**config.mk**
```make
export PLATFORM = sky130hd
export DESIGN_NAME = highpass_level_meter_silence_detect
export DESIGN_NICKNAME = d
export VERILOG_FILES = /design/src/hw/rtl/hlm_pkg.sv /design/src/hw/rtl/hlm_queue.sv /design/src/hw/rtl/hlm_front.sv /design/src/hw/rtl/hlm_back.sv /design/src/hw/rtl/highpass_level_meter_silence_detect.sv
export VERILOG_INCLUDE_DIRS = /design/src /design/src/hw/rtl
export SDC_FILE = /design/constraint.sdc
export NUM_CORES = 2
export LEC_CHECK = 0
export BUFFER_PORTS_ARGS = -buffer_cell sky130_fd_sc_hd__clkbuf_2
export CAP_MARGIN = 20
export CORE_MARGIN = 2
export CORE_UTILIZATION = 49
export DETAILED_ROUTE_END_ITERATION = 7
export GPL_ROUTABILITY_DRIVEN = 0
export HOLD_SLACK_MARGIN = 0.08
export SLEW_MARGIN = 0
export SYNTH_ARGS = -nofsm -noshare
export SYNTH_HDL_FRONTEND = slang
export SYNTH_HIERARCHICAL = 1
export SYNTH_SLANG_ARGS = --single-unit
```
**constraint.sdc**
```tcl
create_clock -name clk -period 10.85 [get_ports clk]
set_input_delay 1.085 -clock clk [delete_from_list [all_inputs] [get_ports clk]]
set_output_delay 1.085 -clock clk [all_outputs]
set_load 0.01 [all_outputs]
```
**src/hw/rtl/highpass_level_meter_silence_detect_defines.svh**
```systemverilog
// Assertion macros for the top-level file, which checks its own logic.
`ifndef HIGHPASS_LEVEL_METER_SILENCE_DETECT_DEFINES_SVH
`define HIGHPASS_LEVEL_METER_SILENCE_DETECT_DEFINES_SVH

// Condition and consequence in the same cycle.
`define HLM_ASSERT_SAME(label, clk, rst_n, pre, post, msg) \
	label: assert property (@(posedge clk) disable iff (!rst_n) (pre) |-> (post)) \
		else $error(msg);

// Consequence in the cycle after the condition.
`define HLM_ASSERT_NEXT(label, clk, rst_n, pre, post, msg) \
	label: assert property (@(posedge clk) disable iff (!rst_n) (pre) |=> (post)) \
		else $error(msg);

`endif

```
**src/hw/rtl/hlm_pkg.sv**
```systemverilog
`timescale 1ns / 1ps
`default_nettype none

package hlm_pkg;

	// Framing of the level meter.
	localparam int FRAME_SAMPLES     = 480;
	localparam int METER_STRIDE      = 8;
	localparam int FRAMES_PER_UPDATE = 2;

	localparam int POS_W    = (FRAME_SAMPLES > 1) ? $clog2(FRAME_SAMPLES) : 1;
	localparam int STRIDE_W = (METER_STRIDE > 1) ? $clog2(METER_STRIDE) : 1;
	localparam int PARITY_W = (FRAMES_PER_UPDATE > 1) ? $clog2(FRAMES_PER_UPDATE) : 1;

	localparam logic [POS_W-1:0]    FRAME_LAST  = POS_W'(FRAME_SAMPLES - 1);
	localparam logic [STRIDE_W-1:0] STRIDE_LAST = STRIDE_W'(METER_STRIDE - 1);
	localparam logic [PARITY_W-1:0] PARITY_LAST = PARITY_W'(FRAMES_PER_UPDATE - 1);

	// Number of squared samples per interval, never zero.
	localparam int METER_DIV = (FRAME_SAMPLES / METER_STRIDE == 0) ? 1 :
		FRAME_SAMPLES / METER_STRIDE;

	// Filter datapath.
	localparam int SAMPLE_W  = 16;
	localparam int COEF_W    = 15;
	localparam int Y_W       = 22;
	localparam int DIFF_W    = 24;
	localparam int PROD_W    = DIFF_W + COEF_W + 1;
	localparam int FRAC_BITS = 15;

	localparam logic signed [PROD_W-1:0] Y_MAX_P = PROD_W'(2 ** (Y_W - 1) - 1);
	localparam logic signed [PROD_W-1:0] Y_MIN_P = PROD_W'(-(2 ** (Y_W - 1)));
	localparam logic signed [Y_W-1:0]    Y_MAX_Y = Y_W'(2 ** (Y_W - 1) - 1);
	localparam logic signed [Y_W-1:0]    Y_MIN_Y = Y_W'(-(2 ** (Y_W - 1)));
	localparam logic signed [Y_W-1:0]    S_MAX_Y = Y_W'(2 ** (SAMPLE_W - 1) - 1);
	localparam logic signed [Y_W-1:0]    S_MIN_Y = Y_W'(-(2 ** (SAMPLE_W - 1)));

	// Energy, division and square root.
	localparam int ENERGY_W     = 28;
	localparam int ENERGY_SHIFT = 4;
	localparam int V_W          = SAMPLE_W - ENERGY_SHIFT;
	localparam int SQ_W         = 2 * V_W;
	localparam int ROOT_W       = ENERGY_W / 2;
	localparam int SQ_REM_W     = ROOT_W + 3;
	localparam int STEP_W       = $clog2(ENERGY_W + 1);

	localparam logic [STEP_W-1:0] ROOT_STEP_LAST = STEP_W'(ROOT_W - 1);

	// Division by the interval count as a reciprocal product, exact over the
	// whole energy range: the multiplier is the rounded-up reciprocal.
	localparam int     DIV_SHIFT   = ENERGY_W + $clog2(METER_DIV);
	localparam int     DIV_RECIP_W = ENERGY_W + 1;
	localparam int     DIV_PROD_W  = ENERGY_W + DIV_RECIP_W;
	localparam longint DIV_RECIP   = ((longint'(1) <<< DIV_SHIFT) + METER_DIV - 1) / METER_DIV;
	localparam logic [DIV_RECIP_W-1:0] DIV_RECIP_V = DIV_RECIP_W'(DIV_RECIP);

	// Level scaling: 16/40 is 2/5; division by five by reciprocal.
	localparam int DIV5_MUL_W    = 16;
	localparam int DIV5_MUL      = 52429;
	localparam int DIV5_SHIFT    = 18;
	localparam int SCALED_W      = ROOT_W + 1;
	localparam int SCALE_PROD_W  = SCALED_W + DIV5_MUL_W;
	localparam int SCALE_Q_W     = SCALE_PROD_W - DIV5_SHIFT;

	localparam int LEVEL_W   = 7;
	localparam int LEVEL_MAX = 100;
	localparam int QUIET_W   = 8;

	// Queue between the filter and the meter.
	localparam int QUEUE_DEPTH = 4;
	localparam int QPTR_W      = $clog2(QUEUE_DEPTH);
	localparam int QCNT_W      = $clog2(QUEUE_DEPTH + 1);

	// Configuration port.
	localparam int CFG_IDX_W  = 2;
	localparam int CFG_DATA_W = 16;
	localparam logic [CFG_IDX_W-1:0] CFG_COEF    = 2'd0;
	localparam logic [CFG_IDX_W-1:0] CFG_THRESH  = 2'd1;
	localparam logic [CFG_IDX_W-1:0] CFG_UPDATES = 2'd2;

	localparam logic [COEF_W-1:0]  COEF_RESET    = COEF_W'(31610);
	localparam logic [LEVEL_W-1:0] THRESH_RESET  = LEVEL_W'(10);
	localparam logic [QUIET_W-1:0] UPDATES_RESET = QUIET_W'(50);

	localparam int OUT_TDATA_W = 32;
	localparam int TDATA_PAD   = OUT_TDATA_W - SAMPLE_W - 2 * LEVEL_W;

	typedef struct packed {
		logic                       start;
		logic signed [SAMPLE_W-1:0] ys;
	} q_entry_t;

	typedef struct packed {
		logic full;
		logic empty;
	} q_status_t;

	typedef struct packed {
		logic                       silence_stop;
		logic                       level_update;
		logic [LEVEL_W-1:0]         smoothed_level;
		logic [LEVEL_W-1:0]         raw_level;
		logic signed [SAMPLE_W-1:0] filtered_sample;
	} result_t;

	typedef enum logic [2:0] {
		B_IDLE,
		B_ACCUM,
		B_DIVIDE,
		B_ROOT,
		B_SCALE,
		B_METER,
		B_EMIT
	} back_state_t;

endpackage

`default_nettype wire

```
**src/hw/rtl/hlm_queue.sv**
```systemverilog
`timescale 1ns / 1ps
`default_nettype none

module hlm_queue import hlm_pkg::*; (
	input  logic      clk,
	input  logic      arst_n,
	input  logic      push,
	input  q_entry_t  push_data,
	input  logic      pop,
	output q_entry_t  head,
	output q_status_t q_stat
);

	q_entry_t          entry_q [QUEUE_DEPTH];
	logic [QPTR_W-1:0] wr_ptr_q;
	logic [QPTR_W-1:0] rd_ptr_q;
	logic [QCNT_W-1:0] count_q;

	// Status and head of the queue.
	assign q_stat.full  = (count_q == QCNT_W'(QUEUE_DEPTH));
	assign q_stat.empty = (count_q == '0);
	assign head         = entry_q[rd_ptr_q];

	// Pointers and fill count.
	always_ff @(posedge clk or negedge arst_n) begin
		if (!arst_n) begin
			wr_ptr_q <= '0;
			rd_ptr_q <= '0;
			count_q  <= '0;
		end else begin
			if (push) begin
				wr_ptr_q <= (wr_ptr_q == QPTR_W'(QUEUE_DEPTH - 1)) ? '0 : wr_ptr_q + 1'b1;
			end
			if (pop) begin
				rd_ptr_q <= (rd_ptr_q == QPTR_W'(QUEUE_DEPTH - 1)) ? '0 : rd_ptr_q + 1'b1;
			end
			if (push && !pop) begin
				count_q <= count_q + 1'b1;
			end else if (pop && !push) begin
				count_q <= count_q - 1'b1;
			end
		end
	end

	// Entry storage.
	always_ff @(posedge clk) begin
		if (push) begin
			entry_q[wr_ptr_q] <= push_data;
		end
	end

endmodule

`default_nettype wire

```
**src/hw/rtl/hlm_front.sv**
```systemverilog
`timescale 1ns / 1ps
`default_nettype none

module hlm_front import hlm_pkg::*; (
	input  logic                       clk,
	input  logic                       arst_n,
	input  logic                       in_valid,
	output logic                       in_ready,
	input  logic signed [SAMPLE_W-1:0] in_sample,
	input  logic                       in_start,
	input  logic [COEF_W-1:0]          coef,
	input  q_status_t                  q_stat,
	output logic                       push,
	output q_entry_t                   push_data
);

	logic                       s1_valid_q;
	logic signed [SAMPLE_W-1:0] x_s1;
	logic                       start_s1;
	logic signed [DIFF_W-1:0]   d_s1;

	logic signed [SAMPLE_W-1:0] xprev_q;
	logic signed [Y_W-1:0]      yprev_q;

	logic signed [SAMPLE_W-1:0] xprev_eff;
	logic signed [Y_W-1:0]      yprev_eff;
	logic signed [DIFF_W-1:0]   diff;
	logic signed [PROD_W-1:0]   prod;
	logic signed [PROD_W-1:0]   y_full;
	logic signed [Y_W-1:0]      y_sat;
	logic signed [Y_W-1:0]      y_clip;
	logic                       accept;

	// One sample in flight: the next one waits for the filter feedback.
	assign in_ready = !s1_valid_q;
	assign accept   = in_valid && in_ready;

	// Stage one: difference term, with the filter cleared at a new take.
	always_comb begin
		xprev_eff = in_start ? '0 : xprev_q;
		yprev_eff = in_start ? '0 : yprev_q;
		diff = DIFF_W'(yprev_eff) + DIFF_W'(in_sample) - DIFF_W'(xprev_eff);
	end

	// Stage two: coefficient product, floor shift and both clamps.
	always_comb begin
		prod   = PROD_W'(d_s1) * PROD_W'($signed({1'b0, coef}));
		y_full = prod >>> FRAC_BITS;
		if (y_full > Y_MAX_P) begin
			y_sat = Y_MAX_Y;
		end else if (y_full < Y_MIN_P) begin
			y_sat = Y_MIN_Y;
		end else begin
			y_sat = y_full[Y_W-1:0];
		end
		if (y_sat > S_MAX_Y) begin
			y_clip = S_MAX_Y;
		end else if (y_sat < S_MIN_Y) begin
			y_clip = S_MIN_Y;
		end else begin
			y_clip = y_sat;
		end
	end

	assign push           = s1_valid_q && !q_stat.full;
	assign push_data.ys    = y_clip[SAMPLE_W-1:0];
	assign push_data.start = start_s1;

	// Control and filter state.
	always_ff @(posedge clk or negedge arst_n) begin
		if (!arst_n) begin
			s1_valid_q <= 1'b0;
			xprev_q    <= '0;
			yprev_q    <= '0;
		end else begin
			if (accept) begin
				s1_valid_q <= 1'b1;
			end else if (push) begin
				s1_valid_q <= 1'b0;
				xprev_q    <= x_s1;
				yprev_q    <= y_sat;
			end
		end
	end

	// Stage one payload.
	always_ff @(posedge clk) begin
		if (accept) begin
			x_s1     <= in_sample;
			start_s1 <= in_start;
			d_s1     <= diff;
		end
	end

endmodule

`default_nettype wire

```
**src/hw/rtl/hlm_back.sv**
```systemverilog
`timescale 1ns / 1ps
`default_nettype none

module hlm_back import hlm_pkg::*; (
	input  logic               clk,
	input  logic               arst_n,
	input  q_status_t          q_stat,
	input  q_entry_t           head,
	output logic               pop,
	input  logic [LEVEL_W-1:0] thresh,
	input  logic [QUIET_W-1:0] sil_upd,
	output logic               out_valid,
	input  logic               out_ready,
	output result_t            out_data
);

	back_state_t state_q, state_d;

	// Current sample and its registered square.
	logic signed [SAMPLE_W-1:0] ys_q;
	logic                       start_q;
	logic [SQ_W-1:0]            sq_q;

	// Meter state.
	logic [POS_W-1:0]    pos_q;
	logic [STRIDE_W-1:0] stride_q;
	logic [PARITY_W-1:0] parity_q;
	logic [ENERGY_W-1:0] energy_q;
	logic [LEVEL_W-1:0]  meter_q;
	logic [QUIET_W-1:0]  quiet_q;

	// Division, root and level working registers.
	logic [ENERGY_W-1:0]  dq_q;
	logic [ROOT_W-1:0]    root_q;
	logic [SQ_REM_W-1:0]  srem_q;
	logic [STEP_W-1:0]    step_q;
	logic [LEVEL_W-1:0]   raw_q;
	logic                 upd_q;

	logic    out_valid_q;
	result_t out_q;

	logic signed [V_W-1:0]  head_v;
	logic signed [SQ_W-1:0] head_sq;

	logic [POS_W-1:0]    eff_pos, pos_next;
	logic [STRIDE_W-1:0] eff_stride, stride_next;
	logic [PARITY_W-1:0] eff_parity, parity_next;
	logic [ENERGY_W-1:0] eff_energy, acc_val;
	logic [ENERGY_W:0]   acc_sum;
	logic [LEVEL_W-1:0]  eff_meter;
	logic [QUIET_W-1:0]  eff_quiet;
	logic                acc_en, pos_last, par_last, close;

	logic [DIV_PROD_W-1:0] div_prod;
	logic [ENERGY_W-1:0]   div_quot;
	logic [SQ_REM_W-1:0]   shifted, trial;
	logic                  root_ge;

	logic [SCALE_PROD_W-1:0] scale_prod;
	logic [SCALE_Q_W-1:0]    q5;
	logic [LEVEL_W-1:0]      raw_next, meter_next;
	logic [QUIET_W-1:0]      quiet_next;

	logic slot_free, load_acc, load_emit;

	assign slot_free = !out_valid_q || out_ready;
	assign out_valid = out_valid_q;
	assign out_data  = out_q;

	// Square of the queue head after a right shift by four.
	assign head_v  = head.ys[SAMPLE_W-1:ENERGY_SHIFT];
	assign head_sq = SQ_W'(head_v) * SQ_W'(head_v);

	// Frame bookkeeping and energy sum, from a cleared state at a new take.
	always_comb begin
		eff_pos    = start_q ? '0 : pos_q;
		eff_stride = start_q ? '0 : stride_q;
		eff_parity = start_q ? '0 : parity_q;
		eff_energy = start_q ? '0 : energy_q;
		eff_meter  = start_q ? '0 : meter_q;
		eff_quiet  = start_q ? '0 : quiet_q;

		acc_en  = (eff_parity == PARITY_LAST) && (eff_stride == '0);
		acc_sum = {1'b0, eff_energy} + (ENERGY_W + 1)'(sq_q);
		if (!acc_en) begin
			acc_val = eff_energy;
		end else if (acc_sum[ENERGY_W]) begin
			acc_val = '1;
		end else begin
			acc_val = acc_sum[ENERGY_W-1:0];
		end

		pos_last = (eff_pos == FRAME_LAST);
		par_last = (eff_parity == PARITY_LAST);
		close    = pos_last && par_last;

		pos_next = pos_last ? '0 : eff_pos + 1'b1;
		if (pos_last || (eff_stride == STRIDE_LAST)) begin
			stride_next = '0;
		end else begin
			stride_next = eff_stride + 1'b1;
		end
		if (!pos_last) begin
			parity_next = eff_parity;
		end else if (par_last) begin
			parity_next = '0;
		end else begin
			parity_next = eff_parity + 1'b1;
		end
	end

	// Division of the energy by the interval count: reciprocal product and shift.
	always_comb begin
		div_prod = DIV_PROD_W'(dq_q) * DIV_PROD_W'(DIV_RECIP_V);
		div_quot = ENERGY_W'(div_prod >> DIV_SHIFT);
	end

	// One digit step of the integer square root.
	always_comb begin
		shifted = {srem_q[SQ_REM_W-3:0], dq_q[ENERGY_W-1 -: 2]};
		trial   = SQ_REM_W'({root_q, 2'b01});
		root_ge = (shifted >= trial);
	end

	// Scale the root by two fifths, cap it, then update meter and quiet count.
	always_comb begin
		scale_prod = SCALE_PROD_W'({root_q, 1'b0}) * SCALE_PROD_W'(DIV5_MUL);
		q5         = scale_prod[SCALE_PROD_W-1:DIV5_SHIFT];
		raw_next   = (q5 > SCALE_Q_W'(LEVEL_MAX)) ? LEVEL_W'(LEVEL_MAX) : q5[LEVEL_W-1:0];

		if (raw_q > meter_q) begin
			meter_next = raw_q;
		end else begin
			meter_next = meter_q - ((meter_q - raw_q) >> 1);
		end
		if (raw_q < thresh) begin
			quiet_next = (quiet_q == '1) ? quiet_q : quiet_q + 1'b1;
		end else begin
			quiet_next = '0;
		end
	end

	// Next state.
	always_comb begin
		state_d = state_q;
		case (state_q)
			B_IDLE: begin
				if (!q_stat.empty) begin
					state_d = B_ACCUM;
				end
			end
			B_ACCUM: begin
				if (close) begin
					state_d = B_DIVIDE;
				end else if (slot_free) begin
					state_d = q_stat.empty ? B_IDLE : B_ACCUM;
				end else begin
					state_d = B_EMIT;
				end
			end
			B_DIVIDE: begin
				state_d = B_ROOT;
			end
			B_ROOT: begin
				if (step_q == ROOT_STEP_LAST) begin
					state_d = B_SCALE;
				end
			end
			B_SCALE: begin
				state_d = B_METER;
			end
			B_METER: begin
				state_d = B_EMIT;
			end
			B_EMIT: begin
				if (slot_free) begin
					state_d = q_stat.empty ? B_IDLE : B_ACCUM;
				end
			end
			default: begin
				state_d = B_IDLE;
			end
		endcase
	end

	// State outputs: queue pop and output register loads.
	always_comb begin
		pop       = 1'b0;
		load_acc  = 1'b0;
		load_emit = 1'b0;
		case (state_q)
			B_IDLE: begin
				pop = !q_stat.empty;
			end
			B_ACCUM: begin
				load_acc = !close && slot_free;
				pop      = !close && slot_free && !q_stat.empty;
			end
			B_EMIT: begin
				load_emit = slot_free;
				pop       = slot_free && !q_stat.empty;
			end
			default: begin
				pop = 1'b0;
			end
		endcase
	end

	// Control and meter state.
	always_ff @(posedge clk or negedge arst_n) begin
		if (!arst_n) begin
			state_q     <= B_IDLE;
			out_valid_q <= 1'b0;
			pos_q       <= '0;
			stride_q    <= '0;
			parity_q    <= '0;
			energy_q    <= '0;
			meter_q     <= '0;
			quiet_q     <= '0;
			step_q      <= '0;
		end else begin
			state_q <= state_d;

			if (load_acc || load_emit) begin
				out_valid_q <= 1'b1;
			end else if (out_ready) begin
				out_valid_q <= 1'b0;
			end

			case (state_q)
				B_ACCUM: begin
					pos_q    <= pos_next;
					stride_q <= stride_next;
					parity_q <= parity_next;
					energy_q <= close ? '0 : acc_val;
					meter_q  <= eff_meter;
					quiet_q  <= eff_quiet;
					step_q   <= '0;
				end
				B_ROOT: begin
					step_q <= step_q + 1'b1;
				end
				B_METER: begin
					meter_q <= meter_next;
					quiet_q <= quiet_next;
				end
				default: begin
					step_q <= step_q;
				end
			endcase
		end
	end

	// Datapath registers.
	always_ff @(posedge clk) begin
		if (pop) begin
			ys_q    <= head.ys;
			start_q <= head.start;
			sq_q    <= head_sq;
		end

		case (state_q)
			B_ACCUM: begin
				upd_q  <= close;
				dq_q   <= acc_val;
				srem_q <= '0;
				root_q <= '0;
			end
			B_DIVIDE: begin
				dq_q <= div_quot;
			end
			B_ROOT: begin
				srem_q <= root_ge ? shifted - trial : shifted;
				root_q <= {root_q[ROOT_W-2:0], root_ge};
				dq_q   <= {dq_q[ENERGY_W-3:0], 2'b00};
			end
			B_SCALE: begin
				raw_q <= raw_next;
			end
			default: begin
				raw_q <= raw_q;
			end
		endcase

		if (load_acc) begin
			out_q.filtered_sample <= ys_q;
			out_q.level_update    <= 1'b0;
			out_q.raw_level       <= '0;
			out_q.smoothed_level  <= eff_meter;
			out_q.silence_stop    <= (eff_quiet >= sil_upd);
		end else if (load_emit) begin
			out_q.filtered_sample <= ys_q;
			out_q.level_update    <= upd_q;
			out_q.raw_level       <= upd_q ? raw_q : '0;
			out_q.smoothed_level  <= meter_q;
			out_q.silence_stop    <= (quiet_q >= sil_upd);
		end
	end

endmodule

`default_nettype wire

```
**src/hw/rtl/highpass_level_meter_silence_detect.sv**
```systemverilog
`timescale 1ns / 1ps
`default_nettype none
// Channel   Direction  Beat contents
// s_axis    in         tdata: sample; tuser: start_of_take
// m_axis    out        tdata: filtered_sample, raw_level, smoothed_level; tuser: flags
// cfg       in         cfg_index selects the register, cfg_data carries its value
//
// In the filter a sample goes through the difference add, then the
// coefficient product with its clamps, which feeds the next sample.
// A sample that closes a meter interval also goes through the meter:
// one reciprocal division, 14 square root steps, scaling, meter update, output.
// A four-beat queue lets the filter run on while the meter works or the output
// stalls. Reset clears control, filter and meter state and sets register defaults.

`include "highpass_level_meter_silence_detect_defines.svh"

module highpass_level_meter_silence_detect import hlm_pkg::*; (
	input  logic                   clk,
	input  logic                   arst_n,
	input  logic                   s_axis_tvalid,
	output logic                   s_axis_tready,
	input  logic [SAMPLE_W-1:0]    s_axis_tdata,   // [15:0] sample
	input  logic                   s_axis_tuser,   // start_of_take
	output logic                   m_axis_tvalid,
	input  logic                   m_axis_tready,
	output logic [OUT_TDATA_W-1:0] m_axis_tdata,   // [15:0] filtered_sample,
	                                               // [22:16] raw_level,
	                                               // [29:23] smoothed_level, [31:30] zero
	output logic [1:0]             m_axis_tuser,   // [0] level_update, [1] silence_stop
	input  logic                   cfg_valid,
	output logic                   cfg_ready,
	input  logic [CFG_IDX_W-1:0]   cfg_index,
	input  logic [CFG_DATA_W-1:0]  cfg_data
);

	logic [COEF_W-1:0]  coef_q;
	logic [LEVEL_W-1:0] thresh_q;
	logic [QUIET_W-1:0] sil_upd_q;

	q_status_t q_stat;
	q_entry_t  q_push_data;
	q_entry_t  q_head;
	logic      q_push;
	logic      q_pop;
	result_t   result;

	// Configuration registers, always ready.
	assign cfg_ready = 1'b1;

	always_ff @(posedge clk or negedge arst_n) begin
		if (!arst_n) begin
			coef_q    <= COEF_RESET;
			thresh_q  <= THRESH_RESET;
			sil_upd_q <= UPDATES_RESET;
		end else if (cfg_valid && cfg_ready) begin
			case (cfg_index)
				CFG_COEF:    coef_q    <= cfg_data[COEF_W-1:0];
				CFG_THRESH:  thresh_q  <= cfg_data[LEVEL_W-1:0];
				CFG_UPDATES: sil_upd_q <= cfg_data[QUIET_W-1:0];
				default:     coef_q    <= coef_q;
			endcase
		end
	end

	// Filter front end.
	hlm_front u_front (
		.clk       (clk),
		.arst_n    (arst_n),
		.in_valid  (s_axis_tvalid),
		.in_ready  (s_axis_tready),
		.in_sample ($signed(s_axis_tdata)),
		.in_start  (s_axis_tuser),
		.coef      (coef_q),
		.q_stat    (q_stat),
		.push      (q_push),
		.push_data (q_push_data)
	);

	// Queue between filter and meter.
	hlm_queue u_queue (
		.clk       (clk),
		.arst_n    (arst_n),
		.push      (q_push),
		.push_data (q_push_data),
		.pop       (q_pop),
		.head      (q_head),
		.q_stat    (q_stat)
	);

	// Level meter and output register.
	hlm_back u_back (
		.clk       (clk),
		.arst_n    (arst_n),
		.q_stat    (q_stat),
		.head      (q_head),
		.pop       (q_pop),
		.thresh    (thresh_q),
		.sil_upd   (sil_upd_q),
		.out_valid (m_axis_tvalid),
		.out_ready (m_axis_tready),
		.out_data  (result)
	);

	assign m_axis_tdata = {{TDATA_PAD{1'b0}}, result.smoothed_level, result.raw_level,
		result.filtered_sample};
	assign m_axis_tuser = {result.silence_stop, result.level_update};

	// Checks on levels, queue and front end pacing.
	`HLM_ASSERT_SAME(a_raw_capped, clk, arst_n, m_axis_tvalid,
		m_axis_tdata[22:16] <= LEVEL_W'(LEVEL_MAX), "raw level above cap")
	`HLM_ASSERT_SAME(a_raw_only_on_update, clk, arst_n, m_axis_tvalid && !m_axis_tuser[0],
		m_axis_tdata[22:16] == '0, "raw level without an update")
	`HLM_ASSERT_SAME(a_queue_no_overflow, clk, arst_n, q_push, !q_stat.full,
		"push into a full queue")
	`HLM_ASSERT_NEXT(a_front_one_in_flight, clk, arst_n, s_axis_tvalid && s_axis_tready,
		!s_axis_tready, "front end took a second sample")

endmodule

`default_nettype wire

```
==> reports/metrics.yaml <==
timing:
  relSlewSlack_pct: 29.80
  fin_crit_sh_pct: 79.36
  rsz0062_at_grt: "no"
  fmax_mhz: 116.1
  worst_pin_slew_ps: 1053
  setup_tns_ps: 0
  finalClockSkew_ps: 27.57
  fin_crit_ps: 8610
  setup_viol: 0
  drv_slew: 0
  finalHoldViolations: 0
  hold_slack_ps: 436.9
critical_path:
  cp.required_ps: 11190
  start_kind: "flip-flop"
  cp_top_family: "adder cells"
  crit_buf_inv: 3
  cp.arrival_ps: 8950
  cpPeakStageDelay_ps: 820
  crit_start: "u_front/d_s1[23]"
  slowest_stage: "fa_1"
  crit_chain: "nand2_1 -> fa_1 -> fa_1 -> inv_1 -> fa_1 -> fa_1 -> fa_1 -> inv_1 -> fa_1 -> inv_1 -> ha_1 -> a21o_1 -> a31oi_1 -> o21ai_1 -> or4_1 -> and2_4 -> o311ai_1 -> nand3_1 -> a21o_1 -> or3_1 -> o22ai_1"
  end_kind: "flip-flop"
  crit_path_frequent_cell: "fa_1"
  critical_path_class: "flip-flop to flip-flop"
  timing.critical_path.fanout_max: 15
  rr_startpoint: "u_front/d_s1[23]"
clock_network:
  cts.sinks: 386
  htreeDepth: 2
  cts_root_buffer: "clkbuf_16"
  cts_tree: "built"
  post_cts_buffers: 0
  numCtsBuffers: 47
  path_clk_slew_ps: 60
  ctsHoldBuffers: 0
  clk_path_buf_depth: 3
  clk_latency_ps: 620
  ctsResizeCount: 0
place:
  dp_cells: 6069
  io_buffers: 72
  dp_hpwl_um: 85950
synth:
  yosysTopAreaCellShare_pct: 27.58
  synth_area_leaders: "fa_1 28%, ha_1 15%, edfxtp_1 15%"
  ys_async_sr_fraction_pct: 36.53
  yosysUniqueCellTypes: 103
  yosys_warnings: 6
  syn_inst: 4833
  ys.flop_type: "edfxtp_1"
  synth_edf_count: 237
  synth_area_um2: 48350
  synth_seq_area_share_pct: 22.39
  ys_ff_latch: 386
  syn_area_per_cell_um2: 10.00
  synth.largest_area_cell: "fa_1"
layout:
  drive_gt1_share_pct: 5.890
  finalNetCount: 6118
  final_cell_mix: "994 x inv_1, 666 x fa_1, 578 x ha_1"
  final_common_cell: "inv_1"
  post-route-util_pct: 52.47
  layoutNonFillerInstCount: 6167
  area_growth_pct: 6.498
routing:
  avgViaCountPerCell: 5.333
  wirelength_um: 109500
  first_pass_iters: 6
  drt-wirelength-per-cell_um: 17.75
  ant_nets: 1
  drtIter0Drc: 1910
  vias: 32890
  drc: 0
floorplanning:
  die_area_um2: 101200
  die_h_um: 318.1
  io_pins: 77
  die_x_um: 318.1
  num_rows: 115
  core_um2: 98130
  initial_core_util_pct: 49.27
run:
  maxCapViolCount: 0
min_path:
  hold_class: "flip-flop to flip-flop"
  hp-start: "u_front/x_s1[12]"
grt:
  grt_pass1_wl_um: 183100
  antenna_found_initial: 4
  grt_max_degree: 72
  grt_usage_pct: 22.56
  grt.overflow.total: 0
  grt_pass1_vias: 34370
status:
  status: "finished with violations"
  violations: "antenna violations"
## cells by family (layout without fill, tap and decap cells)
| family | count (synthesis) | count (layout) | share of synthesized area, % |
|---|---|---|---|
| compound gates | 672 | 672 | 9.319 |
| xor+xnor | 152 | 152 | 2.754 |
| fa+ha+maj | 1244 | 1244 | 42.54 |
| buf+inv | 1144 | 1183 | 9.081 |
| flops | 386 | 386 | 22.39 |
| mux | 60 | 60 | 1.837 |
| other cells | 2 | 10 | 0.01553 |
| simple gates | 1173 | 1173 | 12.07 |
## worst min-delay path: cells and delay by family (launching register included)
family           cells  cell delay (ps)
DFF                  1              320
and+or+nand+nor      2               80
## sequential cells by signal, summed over array words and instances, names as in the netlist, 14 cells and up
name	flops
u_back/energy_q	28
u_back/root_q	14
coef_q	15
u_front/d_s1	24
u_front/x_s1	16
u_front/xprev_q	16
u_back/sq_q	22
u_queue/entry_q	68
u_back/out_data	32
u_back/dq_q	28
u_back/srem_q	15
u_front/yprev_q	22
u_back/ys_q	16
## stage by stage
stage	setup WS, ps	cell area (um^2)
floorplan	3085	48350
global placement	2173	49890
detailed placement	2256	49900
CTS	2197	51430
global route	1752	51470
finish	2240	51490
## cell usage after synthesis (80+ instances only)
| master | instances |
|---|---|
| a21o_1 | 95 |
| a21oi_1 | 148 |
| and2_1 | 236 |
| clkbuf_1 | 127 |
| dfrtp_1 | 125 |
| edfxtp_1 | 237 |
| fa_1 | 666 |
| ha_1 | 578 |
| inv_1 | 995 |
| nand2_1 | 440 |
| nor2_1 | 156 |
| nor2b_1 | 80 |
| o21ai_0 | 131 |
| xnor2_1 | 97 |
## routing by layer
metal / vias up / global-route usage, % / routed length (um)
met1: 16450 / 33.03 / 52350
li1: 15600 / - / -
met2: 706 / 35.96 / 49270
met3: 130 / 3.097 / 5780
met5: - / 0 / 27
met4: 4 / 4.602 / 2045
## path summary, 6_finish.rpt
kind	endpoint	cells after the start	slack [ps]
worst max-delay path	u_queue/entry_q[0][0]	21	2240
worst min-delay path	u_front/xprev_q[12]	2	440
worst max register to register	u_queue/entry_q[0][0]	21	2240
worst min register to register	u_front/xprev_q[12]	2	440
max in group asynchronous	thresh_q[2]	2	8760
min in group asynchronous	u_back/energy_q[9]	1	530
## area by class of cell
| cell class | instances | area (um^2) |
|---|---|---|
| antenna | 7 | 17.52 |
| tap | 1287 | 1610 |
| clock inverter | 29 | 259.0 |
| clock buffer | 59 | 1272 |
| inverter | 995 | 3735 |
| fill | 9021 | 46640 |
| multi-input combinational | 3304 | 33180 |
| sequential | 386 | 10830 |
| timing repair buffer | 100 | 594.3 |
Power is left out: the tool's default activity adds up to more than one toggle a clock period on the data nets, which glitch-free logic cannot reach.
